==> src/sv/tdsm_pkg.sv <==
// Shared constants, widths, codes and types for the TDS median meter.
// Used by tdsm_front, tdsm_div, tdsm_back and the top level; no dependencies.
package tdsm_pkg;

   // ring geometry
   localparam int SAMPLE_COUNT = 30;
   localparam int IDX_W        = $clog2(SAMPLE_COUNT);
   localparam int CNT_W        = $clog2(SAMPLE_COUNT + 1);
   localparam logic [CNT_W-1:0] K_LO = CNT_W'((SAMPLE_COUNT - 1) / 2);
   localparam logic [CNT_W-1:0] K_HI = CNT_W'(SAMPLE_COUNT / 2);
   localparam logic [IDX_W-1:0] IDX_LAST = IDX_W'(SAMPLE_COUNT - 1);

   // field widths
   localparam int ADC_W  = 10;
   localparam int TEMP_W = 10;
   localparam int MV_W   = 13;
   localparam int PPM_W  = 18;
   localparam int CSR_W  = 13;
   localparam int CSR_IDX_W = 1;

   // register indexes
   localparam logic [CSR_IDX_W-1:0] CSR_WATER_TEMP = 1'b0;
   localparam logic [CSR_IDX_W-1:0] CSR_REF_MV     = 1'b1;
   localparam logic [TEMP_W-1:0] TEMP_RESET = 10'd400;
   localparam logic [MV_W-1:0]   MV_RESET   = 13'd3300;

   // commands
   localparam logic CMD_SAMPLE = 1'b0;
   localparam logic CMD_QUERY  = 1'b1;

   // divider geometry
   localparam int DVD_W     = 30;
   localparam int DVS_W     = 11;
   localparam int DIV_CNT_W = $clog2(DVD_W);

   // voltage scaling: median * mV * 64, then divide by 1000 by reciprocal
   localparam int XM_W    = 23;
   localparam int XN_W    = XM_W + 6;
   localparam int XS_W    = 59;
   localparam int X_SHIFT = 39;
   localparam logic [29:0] X_RECIP = 30'd549755814;

   // datapath widths
   localparam int Y_W   = 21;
   localparam int SQ_W  = 2 * Y_W;
   localparam int T1_W  = 56;
   localparam int TY_W  = 36;
   localparam int Q16_W = 41;
   localparam int QLO_W = 21;
   localparam int QHI_W = Q16_W - QLO_W;
   localparam int P_W   = 64;
   localparam int R_W   = P_W - 29;

   // final divide by 100 by reciprocal, valid below the saturation threshold
   localparam int RLO_W   = 25;
   localparam int RQ_W    = 51;
   localparam int R_SHIFT = 32;
   localparam logic [25:0] R_RECIP = 26'd42949673;

   // saturation threshold before the final divide by 100
   localparam logic [R_W-1:0]   R_SAT   = R_W'(26214400);
   localparam logic [PPM_W-1:0] PPM_MAX = '1;

   // status from back end to front end
   typedef struct packed {
      logic pop;
      logic busy;
   } back_stat_type;

   typedef enum logic [3:0] {
      ST_IDLE,
      ST_CAND,
      ST_SCAN,
      ST_XPROD,
      ST_XSCALE,
      ST_YDIV_GO,
      ST_YDIV_WAIT,
      ST_SQ,
      ST_T1,
      ST_Q16,
      ST_PH,
      ST_PL,
      ST_RCHK,
      ST_OUT
   } back_state_type;

endpackage

==> src/sv/tdsm_front.sv <==
// Front end: accepts request beats, writes samples into the ring and queues
// query tokens for the back end. Depends on tdsm_pkg.
module tdsm_front (
   input  logic                             clock,
   input  logic                             reset,
   input  logic                             req_valid,
   output logic                             req_ready,
   input  logic                             req_cmd,
   input  logic [tdsm_pkg::ADC_W-1:0]       req_adc_sample,
   input  tdsm_pkg::back_stat_type          stat,
   output logic                             tok_valid,
   input  logic [tdsm_pkg::IDX_W-1:0]       rd_addr,
   output logic [tdsm_pkg::ADC_W-1:0]       rd_data
);

   logic [tdsm_pkg::ADC_W-1:0] ring_ff [tdsm_pkg::SAMPLE_COUNT];
   logic [tdsm_pkg::IDX_W-1:0] wp_ff, wp_in;
   logic [1:0]                 pend_ff, pend_in;
   logic                       accept, push, wr;

   // samples wait while a query is queued or reading the ring
   always_comb begin
      if (req_cmd == tdsm_pkg::CMD_QUERY) begin
         req_ready = (pend_ff != 2'd2);
      end else begin
         req_ready = (pend_ff == 2'd0) && !stat.busy;
      end
   end

   assign accept    = req_valid && req_ready;
   assign push      = accept && (req_cmd == tdsm_pkg::CMD_QUERY);
   assign wr        = accept && (req_cmd == tdsm_pkg::CMD_SAMPLE);
   assign tok_valid = (pend_ff != 2'd0);
   assign rd_data   = ring_ff[rd_addr];

   // token count and write position
   always_comb begin
      pend_in = pend_ff + 2'(push) - 2'(stat.pop);
      wp_in   = wp_ff;
      if (wr) begin
         wp_in = (wp_ff == tdsm_pkg::IDX_LAST) ? '0 : wp_ff + 1'b1;
      end
   end

   always_ff @(posedge clock) begin
      if (reset) begin
         pend_ff <= '0;
         wp_ff   <= '0;
         for (int i = 0; i < tdsm_pkg::SAMPLE_COUNT; i++) begin
            ring_ff[i] <= '0;
         end
      end else begin
         pend_ff <= pend_in;
         wp_ff   <= wp_in;
         if (wr) begin
            ring_ff[wp_ff] <= req_adc_sample;
         end
      end
   end

endmodule

==> config.mk <==
export PLATFORM = sky130hd
export DESIGN_NAME = tdsm_front
export DESIGN_NICKNAME = d
export VERILOG_FILES = /design/src/sv/tdsm_pkg.sv /design/src/sv/tdsm_front.sv
export SDC_FILE = /design/constraint.sdc
export NUM_CORES = 1
export LEC_CHECK = 0
export BUFFER_PORTS_ARGS = -buffer_cell sky130_fd_sc_hd__buf_2
export CAP_MARGIN = 20
export CORE_UTILIZATION = 45
export CTS_BUF_LIST = sky130_fd_sc_hd__clkbuf_4 sky130_fd_sc_hd__clkbuf_8
export DETAILED_ROUTE_END_ITERATION = 6
export GPL_TIMING_DRIVEN = 0
export PLACE_DENSITY = 0.61
export RECOVER_POWER = 100
export SYNTH_ARGS = -nofsm -noshare
export SYNTH_HDL_FRONTEND = slang
export SYNTH_SLANG_ARGS = --single-unit
==> constraint.sdc <==
create_clock -name clock -period 2.9 [get_ports clock]
set_clock_uncertainty 0.2 [all_clocks]
set_input_delay 0.435 -clock clock [delete_from_list [all_inputs] [get_ports clock]]
set_output_delay 0.435 -clock clock [all_outputs]
set_load 0.005 [all_outputs]
==> impl_metrics.toml, run 1 <==
[routing]
vias = 9318
drc = 0
firstDrtPassIters = 5
wl_per_cell_um = 23.0
vias_per_cell = 5.31
drt-initial-drc-count = 730
antenna_left = 0
wirelength_um = 40300

[setup_path]
worstPathArrival_ns = 2.24
critPathLaunchType = "primary input"
crit_type = "primary input to primary output"
end_kind = "primary output"
cp_max_fo = 10
required_ns = 2.27

[final_layout]
drive_gt1_share_pct = 13.5
area_growth_pct = 11.7
final_nets = 1290

[place]
dp_slack_ns = -0.113
place_congestion = 0.839
io_buffer_count = 31
dpl.hpwl_um = 27000

[sta]
setup_violations = 0
worst_slack_ns = 0.0203
max_slew_margin_pct = 33.8
fmax_ghz = 0.347
final_max_slew_viol_count = 0
fin_tns_setup_ns = 0
fin_crit_ns = 2.88
hold_viol = 0
rsz0062_at_grt = "true"
min_period_over_period_pct = 99.3
worst_pin_slew_ns = 0.990

[pwr]
p_sw_uw = 2420
internal_power_uw = 7700
p_seq_share_pct = 53.6
power_density_mw_per_mm2 = 585
p_clk_share_pct = 38.4
p_leak_uw = 0.00648
ir_drop_uv = 318
pwr-share-comb_pct = 8.0
sw_frac_of_total_pct = 23.9

[global_route]
grt_pass1_vias = 9355
antenna_found_initial = 2
gr-total-overflow = 0
grt_first_pass_wirelength_um = 59100
grt_max_degree = 14
grt_usage_pct = 23.3

[yosys]
ys_warn_count = 0
netlist_top_cells_area = "edfxtp_1 (62%), and2_1 (11%), mux2i_1 (10%), a22oi_1 (1.9%), and2_2 (1.5%)"
netlist_instances = 1163
synth_nets = 1190
synth-main-ff-cell = "edfxtp_1"
ys_seq_area_share_pct = 62.9
yosys.area.top_type_share_pct = 62.0
synthTopCellsByCount = "edfxtp_1 (320), and2_1 (271), mux2i_1 (160)"
yosysMostFrequentCell = "edfxtp_1"
synth-edff-count = 320
synth_area_mm2 = 0.0155
async_flop_share_pct = 0
synth_top_area_cell = "edfxtp_1"
yosysUniqueCellTypes = 38
syn-mean-instance-area_um2 = 13.3
ys_ff_latch = 327

[floorplan]
initial_utilization_pct = 46.0
die_h_um = 188
row_count = 67
die_area_mm2 = 0.0352
die_w_um = 188
io_pins = 33
core-area_mm2 = 0.0337

[hold_path]
hold_class = "primary input to flip-flop"

[status]
status = "finished, final reports clean"

[cts]
clk_pin_slew_ns = 0.06
post_cts_buffers = 0
clk_path_buf_depth = 3
cts_sinks = 327
cts_root_buf = "clkbuf_8"
clk-insertion-delay-late_ns = 0.60
tritoncts = "done"
cts-buffers-inserted = 54
htreeDepth = 2

[job]
cap_viol_max_count = 0
cells by family after synthesis:
kind of cell	share of synthesized area (%)
flip-flops	62.9
AO/OA/AOI/OAI	4.25
AND/OR/NAND/NOR	17.9
buffers and inverters	3.79
XOR/XNOR	0.339
multiplexers	10.3
adder cells (fa/ha/maj)	0.484
critical path, stage by stage:
cell	delay, ns
buf_2	0.13
and2_1	0.13
clkbuf_1	0.27
clkbuf_4	0.29
buf_2	0.26
a22oi_1	0.14
nand3_1	0.19
nand3_1	0.21
buf_2	0.19
flip-flops by register name (all words and copies together), names as in the netlist:
register and cells:
ring_ff 320, wp_ff 5, pend_ff 2
path summary, 6_finish.rpt:
path	start	endpoint	slack, ns	depth (start not counted)
min reg2reg	wp_ff[1]	wp_ff[1]	0.32	2
min	req_valid	wp_ff[1]	0.06	4
max	rd_addr[2]	rd_data[9]	0.02	9
max reg2reg	pend_ff[1]	ring_ff[1][6]	0.21	5
power groups by stage:
stage	Combinational (uW)	Sequential [uW]	Clock, uW
floorplan	491	5500	0
global route	866	5440	4150
detailed placement	811	5520	0
CTS	827	5420	3920
finish	812	5420	3890
global placement	805	5510	0
layout by cell type, fill, tap and decap left out, types with 10 or more instances in the layout:
master	synthesis	layout
edfxtp_1	320	320
mux2i_1	160	160
and2_1	271	146
and2_0	0	125
clkbuf_1	40	80
clkbuf_8	0	58
nor2_1	40	41
a22oi_1	40	39
buf_2	12	30
and2_2	30	30
nand2_1	23	25
nand3_1	24	24
a21oi_1	21	21
a22o_1	20	20
clkbuf_4	0	20
clkinv_1	0	18
or2_0	0	14
nand4_1	13	13
or2_1	0	12
dlygate4sd3_1	0	11
buf_6	10	10
buf_4	14	10
a31oi_1	10	10
metal layers:
layer | vias to the layer above | GRT usage [%] | part of all wire (%)
li1 | 4368 | - | -
met1 | 4549 | 30.8 | 43
met3 | 90 | 3.97 | 6.0
met5 | - | 0 | 0.047
met2 | 307 | 38.7 | 48
met4 | 4 | 7.97 | 3.0
what timing repair did:
| action | CTS | global route |
|---|---|---|
| resized for setup | 4 | 7 |
| endpoints found under the setup margin | 10 | 4 |
| hold endpoints to repair | 21 | 0 |
| hold buffers | 11 | 0 |
metrics by stage:
stage	util, %	instance area, um2	hold WS [ns]	std cells	total power (uW)
2_1_floorplan	-	15500	0.277	1163	5990
6_report	51.3	17300	0.0614	1754	10100
4_1_cts	51.5	17400	0.0475	1752	10200
3_3_place_gp	48.1	16200	0.303	1642	6320
5_1_grt	51.3	17300	0.0993	1753	10500
3_5_place_dp	48.1	16200	0.309	1643	6330
cell type report:
class | instances | area, um2
Fill cell | 3026 | 16400
Sequential cell | 327 | 9750
Multi-Input combinational cell | 726 | 5160
Clock buffer | 77 | 941
Tap cell | 448 | 561
Buffer | 106 | 532
Timing Repair Buffer | 44 | 258
Clock inverter | 21 | 85.1
Inverter | 4 | 15.0
Antenna cell | 1 | 2.50
Note: power is estimated with default switching activity, not from simulation.
==> run 2, diff against run 1 <==
--- a/config.mk
+++ b/config.mk
@@ -11,7 +11,7 @@
 export CTS_BUF_LIST = sky130_fd_sc_hd__clkbuf_4 sky130_fd_sc_hd__clkbuf_8
 export DETAILED_ROUTE_END_ITERATION = 6
 export GPL_TIMING_DRIVEN = 0
-export PLACE_DENSITY = 0.61
+export PLACE_DENSITY_LB_ADDON = 0.25
 export RECOVER_POWER = 100
 export SYNTH_ARGS = -nofsm -noshare
 export SYNTH_HDL_FRONTEND = slang
==> impl_metrics.toml, run 2 (synthesized netlist as in run 1, its figures left out) <==
[floorplan]
io_pins = 33
initial_utilization_pct = 46.0
row_count = 67
die_h_um = 188
core-area_mm2 = 0.0337
die_area_mm2 = 0.0352
die_w_um = 188

[final_layout]
final_common_cell = "edfxtp_1"
largest_register = "ring_ff"
mostFrequentLayoutCells = "edfxtp_1 (320), mux2i_1 (160), and2_0 (147), and2_1 (123), clkbuf_1 (83)"
area_growth_pct = 11.5
design_area_mm2 = 0.0173
fin_util_pct = 51.3
top_regs = "ring_ff: 320 flops, wp_ff: 5 flops, pend_ff: 2 flops"
final_nets = 1286
largest_reg_flops = 320
drive_gt1_share_pct = 13.5
n_antenna_cell = 0
fin_cells = 1748

[routing]
firstDrtPassIters = 5
drt-initial-drc-count = 705
vias = 9358
wl_per_cell_um = 22.7
vias_per_cell = 5.35
drc = 0
antenna_left = 0
wirelength_um = 39700

[job]
cap_viol_max_count = 0

[place]
io_buffer_count = 31
placedCellCount = 1643
dpl.hpwl_um = 26800
dpl-instance-area_mm2 = 0.0162
place_congestion = 0.843

[sta]
min_period_over_period_pct = 99.2
max_slew_margin_pct = 31.8
worst_pin_slew_ns = 1.02
setup_violations = 0
fin_crit_ns = 2.88
final_max_slew_viol_count = 0
rsz0062_at_grt = "false"
hold_viol = 0
fmax_ghz = 0.348
worst_hold_slack_ns = 0.105

[setup_path]
worstPathArrival_ns = 2.24
rr_worst_depth = 6
endpoint = "rd_data[8]"
worstReg2RegStart = "pend_ff[1]"
cp_max_fo = 10
crit_path_start = "rd_addr[0]"
reg2reg_slack_ns = 0.21
crit_type = "primary input to primary output"
end_kind = "primary output"
critPathLaunchType = "primary input"
reg2reg_to = "ring_ff[27][5]"
required_ns = 2.27

[pwr]
power_uw = 10200
power_density_mw_per_mm2 = 588
ir_drop_uv = 325
p_leak_uw = 0.00646

[cts]
tritoncts = "done"
cts_sinks = 327
cts-buffers-inserted = 52
cts_root_buf = "clkbuf_8"
clk_pin_slew_ns = 0.06
htreeDepth = 2
clk_path_buf_depth = 3
post_cts_buffers = 0
clk-insertion-delay-late_ns = 0.58

[global_route]
grt_pass1_vias = 9451
grt_usage_pct = 22.6
antenna_found_initial = 1
grt_first_pass_wirelength_um = 58300
gr-total-overflow = 0
grt_max_degree = 15

[status]
status = "finished, final reports clean"

[hold_path]
min_from = "req_valid"
hold_class = "primary input to flip-flop"
[run 2: power breakdown]
part	leakage [uW]	switching, uW	internal (uW)	total (uW)
Sequential	0.00322	57.7	5360	5420
Clock	0.000548	1840	2100	3930
Combinational	0.00269	538	269	808
Total	0.00646	2430	7730	10200
[run 2: what timing repair did]
item	CTS	global route
endpoints found under the setup margin	10	10
hold buffers	11	0
hold endpoints to repair	21	0
gates resized for setup	3	8
[run 2: area by class of cell]
type / count / area [um2]
fill: 2928 / 16400
multi-input combinational: 726 / 5160
buffer: 105 / 518
tap: 448 / 561
sequential: 327 / 9750
timing repair buffer: 43 / 253
inverter: 4 / 15.0
clock inverter: 26 / 175
clock buffer: 69 / 850
[run 2: stage by stage]
stage,worst slack [ns],TNS (ns)
after floorplan,0.854,0
after global placement,-0.212,-1.45
after detailed placement,-0.230,-1.55
after CTS,0.00131,0
after global routing,0.00270,0
final,0.0228,0
[run 2: critical path, stage by stage]
cell and delay, ns:
clkbuf_2 0.14, nor2b_4 0.18, clkbuf_2 0.25, a22o_1 0.25
nor3_1 0.59, a31oi_1 0.10, nand3_1 0.15, buf_2 0.13
[run 2: how the worst min path moves through the flow]
stage                to  slack [ns]  cells after the start
3_5_place_dp   wp_ff[1]        0.31                      2
3_3_place_gp   wp_ff[1]        0.31                      2
5_1_grt        wp_ff[1]        0.11                      4
2_1_floorplan  wp_ff[1]        0.28                      2
4_1_cts        wp_ff[1]        0.09                      4
6_report       wp_ff[1]        0.10                      4
[run 2: per-layer routing]
metal	track usage [%]	wire [um]	share of wire, %	vias up
met3	3.54	2170	5.5	81
met2	38.2	19400	49	290
met1	29.8	16900	43	4633
li1	-	-	-	4354
met4	7.50	1190	3.0	0
met5	0	0	0	-
